### src/sv/swts_pkg.sv
`default_nettype none

package swts_pkg;

  // event kinds on the request channel
  localparam logic [1:0] CMD_START   = 2'd0;
  localparam logic [1:0] CMD_REPLY   = 2'd1;
  localparam logic [1:0] CMD_NOREPLY = 2'd2;
  localparam logic [1:0] CMD_TICK    = 2'd3;

  // reply kinds; anything else counts as "other"
  localparam logic [1:0] REPLY_ACK = 2'd0;
  localparam logic [1:0] REPLY_EOT = 2'd1;

  // frame to send
  localparam logic [1:0] ACT_NONE = 2'd0;
  localparam logic [1:0] ACT_SOT  = 2'd1;
  localparam logic [1:0] ACT_DATA = 2'd2;
  localparam logic [1:0] ACT_EOT  = 2'd3;

  // transfer phase
  localparam logic [1:0] PH_IDLE = 2'd0;
  localparam logic [1:0] PH_OPEN = 2'd1;
  localparam logic [1:0] PH_SEND = 2'd2;
  localparam logic [1:0] PH_DONE = 2'd3;

  // configuration register indexes
  localparam logic [1:0] REG_TRANSFER_BYTES  = 2'd0;
  localparam logic [1:0] REG_CHUNK_BYTES     = 2'd1;
  localparam logic [1:0] REG_TIMEOUT_SECONDS = 2'd2;
  localparam logic [1:0] REG_SESSION_ID      = 2'd3;

  localparam logic [31:0] TRANSFER_BYTES_RST  = 32'd0;
  localparam logic [15:0] CHUNK_BYTES_RST     = 16'd1024;
  localparam logic [15:0] TIMEOUT_SECONDS_RST = 16'd10;

  localparam logic [15:0] SECONDS_MAX = 16'hFFFF;

  typedef struct packed {
    logic [31:0] transfer_bytes;
    logic [15:0] chunk_bytes;
    logic [15:0] timeout_seconds;
  } cfg_t;

  typedef struct packed {
    logic [1:0]  action;
    logic [31:0] packet_number;
    logic [31:0] byte_offset;
    logic [15:0] byte_count;
    logic        finished;
    logic        succeeded;
  } res_t;

endpackage

`default_nettype wire

### src/sv/swts_cfg.sv
`default_nettype none

module swts_cfg (
  input  wire logic               clk,
  input  wire logic               rst_n,
  input  wire logic               wr_en,
  input  wire logic [1:0]         wr_index,
  input  wire logic [31:0]        wr_data,
  output swts_pkg::cfg_t          cfg
);

  swts_pkg::cfg_t cfg_r;
  swts_pkg::cfg_t cfg_nxt;

  always_comb begin
    cfg_nxt = cfg_r;
    if (wr_en) begin
      unique case (wr_index)
        swts_pkg::REG_TRANSFER_BYTES:  cfg_nxt.transfer_bytes  = wr_data;
        swts_pkg::REG_CHUNK_BYTES:     cfg_nxt.chunk_bytes     = wr_data[15:0];
        swts_pkg::REG_TIMEOUT_SECONDS: cfg_nxt.timeout_seconds = wr_data[15:0];
        // session number only matters to the framer downstream
        swts_pkg::REG_SESSION_ID:      cfg_nxt = cfg_r;
        default:                       cfg_nxt = cfg_r;
      endcase
    end
  end

  always_ff @(posedge clk) begin
    if (!rst_n) begin
      cfg_r.transfer_bytes  <= swts_pkg::TRANSFER_BYTES_RST;
      cfg_r.chunk_bytes     <= swts_pkg::CHUNK_BYTES_RST;
      cfg_r.timeout_seconds <= swts_pkg::TIMEOUT_SECONDS_RST;
    end else begin
      cfg_r <= cfg_nxt;
    end
  end

  assign cfg = cfg_r;

endmodule

`default_nettype wire

### src/sv/swts_core.sv
`default_nettype none

module swts_core (
  input  wire logic               clk,
  input  wire logic               rst_n,
  input  wire logic               req_en,
  input  wire logic [1:0]         cmd,
  input  wire logic [1:0]         reply_code,
  input  wire logic [31:0]        reply_number,
  input  wire swts_pkg::cfg_t     cfg,
  output logic                    res_en,
  output swts_pkg::res_t          res
);

  logic [1:0]  phase_r, phase_nxt;
  logic [31:0] pkt_r, pkt_nxt;
  logic [31:0] acked_r, acked_nxt;
  logic [15:0] elapsed_r, elapsed_nxt;

  logic        active;
  logic [32:0] rem_diff;
  logic [31:0] rem;
  logic [15:0] len;
  logic        ack_done;
  logic [31:0] rem_after;
  logic [15:0] len_after;
  logic [31:0] acked_inc;
  logic [15:0] elapsed_inc;
  logic        emit;
  swts_pkg::res_t out;

  assign active = (phase_r == swts_pkg::PH_OPEN) || (phase_r == swts_pkg::PH_SEND);

  // bytes still to go and size of the current chunk
  assign rem_diff = {1'b0, cfg.transfer_bytes} - {1'b0, acked_r};
  assign rem      = rem_diff[32] ? 32'd0 : rem_diff[31:0];
  assign len      = (rem < {16'd0, cfg.chunk_bytes}) ? rem[15:0] : cfg.chunk_bytes;

  // after an ACK of a full chunk the next chunk is min(rem - chunk, chunk)
  assign ack_done  = (rem <= {16'd0, cfg.chunk_bytes});
  assign rem_after = rem - {16'd0, cfg.chunk_bytes};
  assign len_after = (rem_after < {16'd0, cfg.chunk_bytes}) ? rem_after[15:0]
                                                             : cfg.chunk_bytes;
  assign acked_inc = acked_r + {16'd0, len};

  assign elapsed_inc = (elapsed_r == swts_pkg::SECONDS_MAX) ? elapsed_r
                                                            : elapsed_r + 16'd1;

  always_comb begin
    phase_nxt   = phase_r;
    pkt_nxt     = pkt_r;
    acked_nxt   = acked_r;
    elapsed_nxt = elapsed_r;
    emit        = 1'b0;
    out         = '0;
    unique case (cmd)
      swts_pkg::CMD_START: begin
        if (!active) begin
          pkt_nxt     = 32'd0;
          acked_nxt   = 32'd0;
          elapsed_nxt = 16'd0;
          emit        = 1'b1;
          if (cfg.transfer_bytes == 32'd0) begin
            phase_nxt     = swts_pkg::PH_DONE;
            out.action    = swts_pkg::ACT_EOT;
            out.finished  = 1'b1;
            out.succeeded = 1'b1;
          end else begin
            phase_nxt  = swts_pkg::PH_OPEN;
            out.action = swts_pkg::ACT_SOT;
          end
        end
      end
      swts_pkg::CMD_TICK: begin
        if (active) begin
          elapsed_nxt = elapsed_inc;
          if (elapsed_inc > cfg.timeout_seconds) begin
            phase_nxt    = swts_pkg::PH_DONE;
            emit         = 1'b1;
            out.action   = swts_pkg::ACT_NONE;
            out.finished = 1'b1;
          end
        end
      end
      default: begin
        if (phase_r == swts_pkg::PH_OPEN) begin
          emit = 1'b1;
          if (cmd == swts_pkg::CMD_REPLY && reply_code == swts_pkg::REPLY_ACK) begin
            pkt_nxt           = 32'd0;
            phase_nxt         = swts_pkg::PH_SEND;
            out.action        = swts_pkg::ACT_DATA;
            out.packet_number = 32'd0;
            out.byte_offset   = acked_r;
            out.byte_count    = len;
          end else begin
            out.action = swts_pkg::ACT_SOT;
          end
        end else if (phase_r == swts_pkg::PH_SEND) begin
          emit = 1'b1;
          if (cmd == swts_pkg::CMD_REPLY && reply_code == swts_pkg::REPLY_ACK &&
              reply_number == pkt_r) begin
            acked_nxt = acked_inc;
            pkt_nxt   = pkt_r + 32'd1;
            if (ack_done) begin
              phase_nxt     = swts_pkg::PH_DONE;
              out.action    = swts_pkg::ACT_EOT;
              out.finished  = 1'b1;
              out.succeeded = 1'b1;
            end else begin
              out.action        = swts_pkg::ACT_DATA;
              out.packet_number = pkt_r + 32'd1;
              out.byte_offset   = acked_inc;
              out.byte_count    = len_after;
            end
          end else if (cmd == swts_pkg::CMD_REPLY &&
                       reply_code == swts_pkg::REPLY_EOT) begin
            phase_nxt    = swts_pkg::PH_DONE;
            out.action   = swts_pkg::ACT_NONE;
            out.finished = 1'b1;
          end else begin
            // resend the current packet
            out.action        = swts_pkg::ACT_DATA;
            out.packet_number = pkt_r;
            out.byte_offset   = acked_r;
            out.byte_count    = len;
          end
        end
      end
    endcase
  end

  always_ff @(posedge clk) begin
    if (!rst_n) begin
      phase_r   <= swts_pkg::PH_IDLE;
      pkt_r     <= 32'd0;
      acked_r   <= 32'd0;
      elapsed_r <= 16'd0;
    end else if (req_en) begin
      phase_r   <= phase_nxt;
      pkt_r     <= pkt_nxt;
      acked_r   <= acked_nxt;
      elapsed_r <= elapsed_nxt;
    end
  end

  assign res_en = req_en & emit;
  assign res    = out;

endmodule

`default_nettype wire

### src/sv/swts_obuf.sv
`default_nettype none

module swts_obuf (
  input  wire logic               clk,
  input  wire logic               rst_n,
  input  wire logic               push,
  input  wire swts_pkg::res_t     push_data,
  output logic                    space,
  output logic                    out_valid,
  input  wire logic               out_ready,
  output swts_pkg::res_t          out_data
);

  logic           main_valid_r, main_valid_nxt;
  logic           skid_valid_r, skid_valid_nxt;
  swts_pkg::res_t main_data_r, main_data_nxt;
  swts_pkg::res_t skid_data_r, skid_data_nxt;
  logic           pop;

  assign pop = main_valid_r & out_ready;

  always_comb begin
    main_valid_nxt = main_valid_r;
    skid_valid_nxt = skid_valid_r;
    main_data_nxt  = main_data_r;
    skid_data_nxt  = skid_data_r;
    if (!main_valid_r || pop) begin
      if (skid_valid_r) begin
        main_valid_nxt = 1'b1;
        main_data_nxt  = skid_data_r;
        skid_valid_nxt = push;
        skid_data_nxt  = push_data;
      end else begin
        main_valid_nxt = push;
        main_data_nxt  = push_data;
      end
    end else if (push) begin
      skid_valid_nxt = 1'b1;
      skid_data_nxt  = push_data;
    end
  end

  always_ff @(posedge clk) begin
    if (!rst_n) begin
      main_valid_r <= 1'b0;
      skid_valid_r <= 1'b0;
    end else begin
      main_valid_r <= main_valid_nxt;
      skid_valid_r <= skid_valid_nxt;
    end
  end

  always_ff @(posedge clk) begin
    main_data_r <= main_data_nxt;
    skid_data_r <= skid_data_nxt;
  end

  assign space     = ~skid_valid_r;
  assign out_valid = main_valid_r;
  assign out_data  = main_data_r;

endmodule

`default_nettype wire

### src/sv/stop_and_wait_transfer_sender_unit.sv
`default_nettype none

// channel   dir  handshake                 payload
// in_       in   in_tvalid / in_tready     tuser: cmd, reply_code; tdata: reply_number
// out_      out  out_tvalid / out_tready   tuser: action; tdata: packet_number,
//                                          byte_offset, byte_count, succeeded;
//                                          tlast: finished
// cfg_      in   cfg_valid / cfg_ready     cfg_index, cfg_data
//
// One request per cycle while in_tready is high: the decision is made in the
// cycle the request is taken and the transfer state is updated at that same
// edge. Each result is registered in the output stage before it is on out_.
// Reset (rst_n low, synchronous) returns the phase to idle, clears counters
// and empties the output stage; config registers take their reset values.
// A two-entry output stage (result register plus skid) keeps in_tready high
// while one result waits; in_tready drops only when both entries are full.
// cfg_ready is always high; session_id writes are accepted and dropped.

module stop_and_wait_transfer_sender_unit (
  input  wire logic        clk,
  input  wire logic        rst_n,

  input  wire logic        in_tvalid,
  output logic             in_tready,
  input  wire logic [3:0]  in_tuser,   // [1:0] cmd, [3:2] reply_code
  input  wire logic [31:0] in_tdata,   // [31:0] reply_number

  output logic             out_tvalid,
  input  wire logic        out_tready,
  output logic [1:0]       out_tuser,  // [1:0] action
  output logic [87:0]      out_tdata,  // [31:0] packet_number, [63:32] byte_offset,
                                       // [79:64] byte_count, [80] succeeded, rest 0
  output logic             out_tlast,  // finished

  input  wire logic        cfg_valid,
  output logic             cfg_ready,
  input  wire logic [1:0]  cfg_index,
  input  wire logic [31:0] cfg_data
);

  swts_pkg::cfg_t cfg;
  swts_pkg::res_t core_res;
  swts_pkg::res_t obuf_res;
  logic           core_res_en;
  logic           obuf_space;
  logic           req_en;

  assign cfg_ready = 1'b1;

  swts_cfg u_cfg (
    .clk      (clk),
    .rst_n    (rst_n),
    .wr_en    (cfg_valid & cfg_ready),
    .wr_index (cfg_index),
    .wr_data  (cfg_data),
    .cfg      (cfg)
  );

  // request accepted this edge
  assign in_tready = obuf_space;
  assign req_en    = in_tvalid & in_tready;

  swts_core u_core (
    .clk          (clk),
    .rst_n        (rst_n),
    .req_en       (req_en),
    .cmd          (in_tuser[1:0]),
    .reply_code   (in_tuser[3:2]),
    .reply_number (in_tdata),
    .cfg          (cfg),
    .res_en       (core_res_en),
    .res          (core_res)
  );

  swts_obuf u_obuf (
    .clk       (clk),
    .rst_n     (rst_n),
    .push      (core_res_en),
    .push_data (core_res),
    .space     (obuf_space),
    .out_valid (out_tvalid),
    .out_ready (out_tready),
    .out_data  (obuf_res)
  );

  assign out_tuser = obuf_res.action;
  assign out_tlast = obuf_res.finished;
  assign out_tdata = {7'd0, obuf_res.succeeded, obuf_res.byte_count,
                      obuf_res.byte_offset, obuf_res.packet_number};

  // a full skid entry means the result register is also holding one
  a_skid_implies_out: assert property (@(posedge clk) disable iff (!rst_n)
    !in_tready |-> out_tvalid)
    else $error("skid entry held while result register empty");

  // success is only ever reported with the end frame and the end of transfer
  a_success_eot: assert property (@(posedge clk) disable iff (!rst_n)
    (out_tvalid && out_tdata[80]) |-> (out_tlast && out_tuser == swts_pkg::ACT_EOT))
    else $error("success reported without end frame");

  // a result with no frame is always a failed end of transfer
  a_none_is_fail: assert property (@(posedge clk) disable iff (!rst_n)
    (out_tvalid && out_tuser == swts_pkg::ACT_NONE) |-> (out_tlast && !out_tdata[80]))
    else $error("empty action on a result that does not end the transfer");

  // a data packet never ends the transfer
  a_data_not_last: assert property (@(posedge clk) disable iff (!rst_n)
    (out_tvalid && out_tuser == swts_pkg::ACT_DATA) |-> !out_tlast)
    else $error("data packet marked as end of transfer");

endmodule

`default_nettype wire

### config.mk
export PLATFORM = sky130hd
export DESIGN_NAME = stop_and_wait_transfer_sender_unit
export DESIGN_NICKNAME = d
export VERILOG_FILES = /design/src/sv/swts_pkg.sv /design/src/sv/swts_cfg.sv /design/src/sv/swts_core.sv /design/src/sv/swts_obuf.sv /design/src/sv/stop_and_wait_transfer_sender_unit.sv
export SDC_FILE = /design/constraint.sdc
export NUM_CORES = 1
export LEC_CHECK = 0
export BUFFER_PORTS_ARGS = -buffer_cell sky130_fd_sc_hd__buf_4
export CORE_MARGIN = 1.5
export CORE_UTILIZATION = 55
export DETAILED_ROUTE_END_ITERATION = 6
export PLACE_DENSITY_LB_ADDON = 0.1
export SETUP_SLACK_MARGIN = 0.1
export SYNTH_ARGS = -nofsm -noshare
export SYNTH_HDL_FRONTEND = slang
export SYNTH_HIERARCHICAL = 1
export SYNTH_SLANG_ARGS = --single-unit
### constraint.sdc
create_clock -name clk -period 10.1 [get_ports clk]
set_input_delay 1.515 -clock clk [delete_from_list [all_inputs] [get_ports clk]]
set_output_delay 1.515 -clock clk [all_outputs]
set_load 0.01 [all_outputs]
Word-level counts from Yosys, hierarchy flattened
Cells that the tools add are included. W data, S select, Z words.

Bits in registers: 316. Input port bits: 75. Output and inout bits: 94. Word-level logic and storage cells: 145.

$add $sub $neg: 5. Order comparisons: 4. Equality and inequality tests: 17. Muxes and demuxes: 66. Bitwise logic cells: 5. Reduce and logical (&&, ||, !) cells: 27.

Operators with widths (count): $mux W84 (5); $mux W32 (9); $mux W80 (3); $pmux W32 S2 (2); $mux W83 (1); $mux W82 (1); $mux W16 (5); $lt A32 B16 Y1 (2); $mux W48 (1); $mux W2 (21); $sub A32 B32 Y33 (1); $add A32 B1 Y32 const B (1); $add A32 B16 Y32 (1); $eq A32 B32 Y1 (1); $le A32 B16 Y1 (1); $logic_not A32 Y1 (1); $pmux W16 S2 (1); $sub A32 B16 Y32 (1); $add A16 B1 Y16 const B (1); $eq A16 B16 Y1 const B (1); $gt A16 B16 Y1 (1); $mux W1 (12); $reduce_and A6 Y1 (2); $eq A2 B1 Y1 const B (4); 22 further kinds (45).

Logic depth before layout (Yosys ltp)
Word-level depth: 14. Depth in mapped cells: 39. Mapped depth without buffers: 36.

Hierarchy
Netlist, hierarchy kept.

By module, submodules not included: swts_core (instances 1, cells an instance 1853, area an instance 12380.6 sq um, sequential area each 1641.6 sq um); swts_obuf (instances 1, cells an instance 272, area an instance 6264.8 sq um, sequential area each 5084.9 sq um); swts_cfg (instances 1, cells an instance 249, area an instance 2499.9 sq um, sequential area each 1281.2 sq um); stop_and_wait_transfer_sender_unit (instances 1, cells an instance 11, area an instance 73.8 sq um, sequential area each 0.0 sq um).

Worst setup path before layout
Ideal clock, no wire load.

Path kind: input port to flip-flop. Start point: input port out_tready. End point: register u_obuf/skid_data_r[0] (netlist name) (enable). Setup time: 0.642 ns. Data arrival time: 7.482 ns. Required time: 9.458 ns. Slack: 1.976 ns. Cell stages on the path: 2. Path buffers: 0. Cells stage by stage: nor2b_1 > o21ai_0.

Word-level cells in the longest chain between the ends: 4. Elaborated cells on any way between the ends: 5. Classes of those cells: 1 x eq/ne; 1 x bitwise; 3 x reduce/logical.

Ends and longest elaborated chain: start, declared (RTL line stop_and_wait_transfer_sender_unit.sv:29) `input wire logic out_tready,`; $and A1 B1 Y1 (*) (RTL line swts_obuf.sv:20) `assign pop = main_valid_r & out_ready;`; $logic_or A1 B1 Y1 (*) (RTL line swts_obuf.sv:27) `if (!main_valid_r || pop) begin`; $ne A2 B1 Y1 (no source line) or $reduce_bool A2 Y1 (tied branches); $reduce_and A2 Y1 (no source line) (*); end signal, assigned (RTL line swts_obuf.sv:55) `skid_data_r <= skid_data_nxt;`; end, declared (RTL line swts_obuf.sv:17) `swts_pkg::res_t skid_data_r, skid_data_nxt;`.

Mark *: on every way between the ends. The rest lies on a longest branch, timed or not. A chain may end at the register's enable or synchronous reset.

==> key figures <==
Outcome
  – Status: finished, final reports clean

Timing
  – Worst setup margin: 1.05 ns
  – Setup TNS: 0 ns
  – RSZ-0062 raised after global routing: no
  – Measured slew at the worst slew-check pin: 1.08 ns
  – Min cycle time layout: ~9 ns
  – Slew Viols, Final: 0
  – Worst relative slew slack: 0.281
  – Final Cycle Share: 0.896
  – Final setup viols: 0
  – Setup Skew: about 0.040 ns
  – Worst Hold Slack: 0.459 ns
  – Final Hold Viols: 0
  – Peak Freq: 0.111 GHz

Clock tree
  – Inserted Clock Buffers: 35
  – Clk sinks: between 300 and 400
  – CTS tree: built
  – CTS max path bufs: 3
  – CTS Hold Bufs: 0
  – Reg clk slew, reported paths: approximately 0.060 ns
  – Root buf cell: clkbuf_16
  – Worst skew pair latency: 0.57 ns
  – H-tree depth: 2

Logic synthesis
  – Syn avg cell area: 8.90 um^2
  – Number of synthesized flops with an enable pin: 168
  – Synth Cell Area: 21200 um^2
  – Synthesized instance count: between 2000 and 2500
  – Yosys cell types: a little over 90
  – Synthesis-stage register bit count: 316
  – Async SR Flop Fraction: 0
  – Top post-synthesis cells by area: edfxtp_1 24%, dfxtp_1 14%, ha_1 6.3%
  – Synth Flop Type: edfxtp_1
  – YS warnings: 6
  – Synth area leader: edfxtp_1
  – Sequential area share after synthesis: 0.377
  – Post-synth top area share: 0.238

Global routing
  – Initial antenna violation count: 0
  – Pin count of the biggest net entering global routing: 97
  – First-pass GRT wire length: 97.1 mm
  – Vias in the first global route: 17000
  – Gr usage total: 0.317
  – Remaining Overflow, GRT: 0

Detailed routing
  – Post-route DRC: 0
  – Wire length per cell: 21.2 um
  – Vias per cell: about 6.2
  – First-pass iteration count of the detailed router: 6
  – Initial drt markers: 1995
  – Routed Wire Length: 63.7 mm
  – Vias: 18700
  – Detail Route Antenna Nets: 0

Setup path
  – WP data arrival: slightly above 9 ns
  – Critical path required time: 10.38 ns
  – CP Capture Type: register
  – Worst setup path endpoint: u_obuf/out_data[42]$_DFFE_PP_
  – Worst Setup SP: u_core/acked_r[26]$_SDFFE_PN0P_
  – Startpoint types: register
  – Setup CP Type: register to register
  – Critical path's slowest cell: o21ai_0
  – Critical Path Stages: 35
  – WP buf/inv: 4
  – Critical path's top delay family: compound AO/OA/AOI/OAI gates
  – Critical R2R Launch: u_core/acked_r[26]$_SDFFE_PN0P_
  – Reg2Reg Depth: 35
  – R2r setup slk: 1.05 ns
  – R2R Path End: u_obuf/out_data[42]$_DFFE_PP_
  – Worst-path maximum fanout: 31
  – CP peak stage delay: 0.59 ns

Floorplanning
  – Std-Cell Rows: 71
  – Die footprint: 39800 um^2
  – Ports: between 150 and 200
  – Die height: 199 um
  – Initial cell density of the core: 0.561
  – Die X: between 150 and 200 um
  – Core area: 37800 um^2

Power and ir drop
  – PwrDens: approximately 160 nW/um^2
  – Peak VDD IR: between 0.15 and 0.2 mV
  – Cell leakage power: 9.47 nW

Placed design
  – I/O Buffers: 160
  – HPWL Detailed: 46.9 mm
  – Place WS: ~0.85 ns
  – GP Congestion: 0.986
  – Area post-placement: about 23000 um^2

Final layout
  – Area Overhead vs Synth: 12.0%
  – Nets: around 2600
  – Ant. Diodes: 0
  – Layout cell share with drive strength beyond 1: 0.149
  – Final Instance Area: 23800 um^2

Job
  – Max_cap viols: 0

Hold path
  – Min-Delay Path Class: register to register
## kinds of logic after synthesis
group / after synthesis / synth area share
other: 2 / 0.000354
and+or+nand+nor: 858 / 0.199
buffers and inverters: 243 / 0.0525
muxes: 165 / 0.0879
DFF: 316 / 0.377
AOI/OAI and AO/OA: 599 / 0.179
adders and majority gates: 110 / 0.0659
xor gates and xnor gates: 92 / 0.0380
## final cells by class
class	instances	area, um^2
inverter	96	362
clock inverter	24	264
sequential	316	8010
timing repair buffer	183	1370
multi-input combinational	1832	12200
tap	511	639
clock buffer	39	921
fill	3260	14100
## worst min path at each step
stage                                from                          to  cells after the start
6_report        u_cfg/cfg[7]$_SDFFE_PN0P_   u_cfg/cfg[7]$_SDFFE_PN0P_                      2
5_1_grt         u_cfg/cfg[7]$_SDFFE_PN0P_   u_cfg/cfg[7]$_SDFFE_PN0P_                      2
4_1_cts         u_cfg/cfg[4]$_SDFFE_PN0P_   u_cfg/cfg[4]$_SDFFE_PN0P_                      2
3_5_place_dp    u_cfg/cfg[4]$_SDFFE_PN0P_   u_cfg/cfg[4]$_SDFFE_PN0P_                      2
3_3_place_gp   u_cfg/cfg[29]$_SDFFE_PN0P_  u_cfg/cfg[29]$_SDFFE_PN0P_                      2
2_1_floorplan  u_cfg/cfg[10]$_SDFFE_PN0P_  u_cfg/cfg[10]$_SDFFE_PN0P_                      2
## Yosys cell counts, types with 10 or more instances
| cell | count |
|---|---|
| o211ai_1 | 12 |
| mux2_4 | 27 |
| ha_1 | 107 |
| a22oi_1 | 40 |
| nor3_1 | 77 |
| o21a_1 | 20 |
| nor4_1 | 33 |
| buf_2 | 23 |
| xnor2_1 | 51 |
| inv_1 | 96 |
| nand2b_1 | 14 |
| nand4_1 | 44 |
| mux2i_1 | 76 |
| clkbuf_1 | 101 |
| or3_1 | 13 |
| a21o_1 | 34 |
| nor2_1 | 155 |
| and3_1 | 44 |
| o31ai_1 | 10 |
| nor3b_1 | 10 |
| a21oi_1 | 164 |
| and4_1 | 11 |
| o21ai_0 | 163 |
| a21boi_0 | 22 |
| xor2_1 | 41 |
| nand3_1 | 72 |
| mux2_2 | 62 |
| o22a_1 | 15 |
| edfxtp_1 | 168 |
| nor2b_1 | 67 |
| dfxtp_1 | 148 |
| nand2_1 | 269 |
| o22ai_1 | 10 |
| a211oi_1 | 14 |
| and2_1 | 21 |
## sequential cells by signal (all words and copies together) (netlist names)
name,cells
u_obuf/out_data,84
u_obuf/skid_data_r,84
u_cfg/cfg,64
u_core/acked_r,32
u_core/pkt_r,32
u_core/elapsed_r,16
u_core/phase_r,2
u_obuf/out_valid,1
u_obuf/skid_valid_r,1
## power breakdown
group,switching [W],internal (W),leakage (nW)
clock network,0.000547,0.000769,0.580
registers,0.0000227,0.00139,2.89
logic,0.000651,0.000400,6.00
total,0.00122,0.00256,9.47
## cells in the final DEF (no fill, tap or decap), types with 34 or more instances in the layout
cell type / instances
mux2i_1: 76
clkbuf_16: 35
nor2b_1: 67
xor2_1: 41
inv_1: 95
and3_1: 44
dfxtp_1: 147
mux2_2: 62
nand3_1: 71
nand4_1: 44
a21oi_1: 163
a21o_1: 34
nor3_1: 76
buf_4: 183
nor2_1: 154
nand2_1: 268
edfxtp_1: 168
ha_1: 107
o21ai_0: 162
a22oi_1: 40
xnor2_1: 51
## worst min-delay path: stages, from the launching register on
cell	delay, ns
dfxtp_1	0.31
nand2_1	0.05
mux2i_1	0.05
## routing by layer
| layer | GRT usage | wire, um | vias up |
|---|---|---|---|
| li1 | - | - | 8843 |
| met1 | 0.465 | 28700 | 8939 |
| met4 | 0.0674 | 1130 | 0 |
| met3 | 0.0589 | 5730 | 80 |
| met5 | 0 | 0 | - |
| met2 | 0.485 | 28100 | 815 |
## repair_timing
item / in CTS / in global routing
setup endpoints to repair: 0 / 13
buffers inserted: 0 / 0
resized for setup: 0 / 2
## per-stage QoR
stage	total power (W)	std cells	util
final	0.00378	3001	0.628
after global routing	0.00394	3001	0.628
after CTS	0.00377	3001	0.628
after detailed placement	0.00246	2938	0.597
after global placement	0.00245	2938	0.597
after floorplan	0.00215	2391	-
No activity file was read; power rests on OpenSTA's default activity.
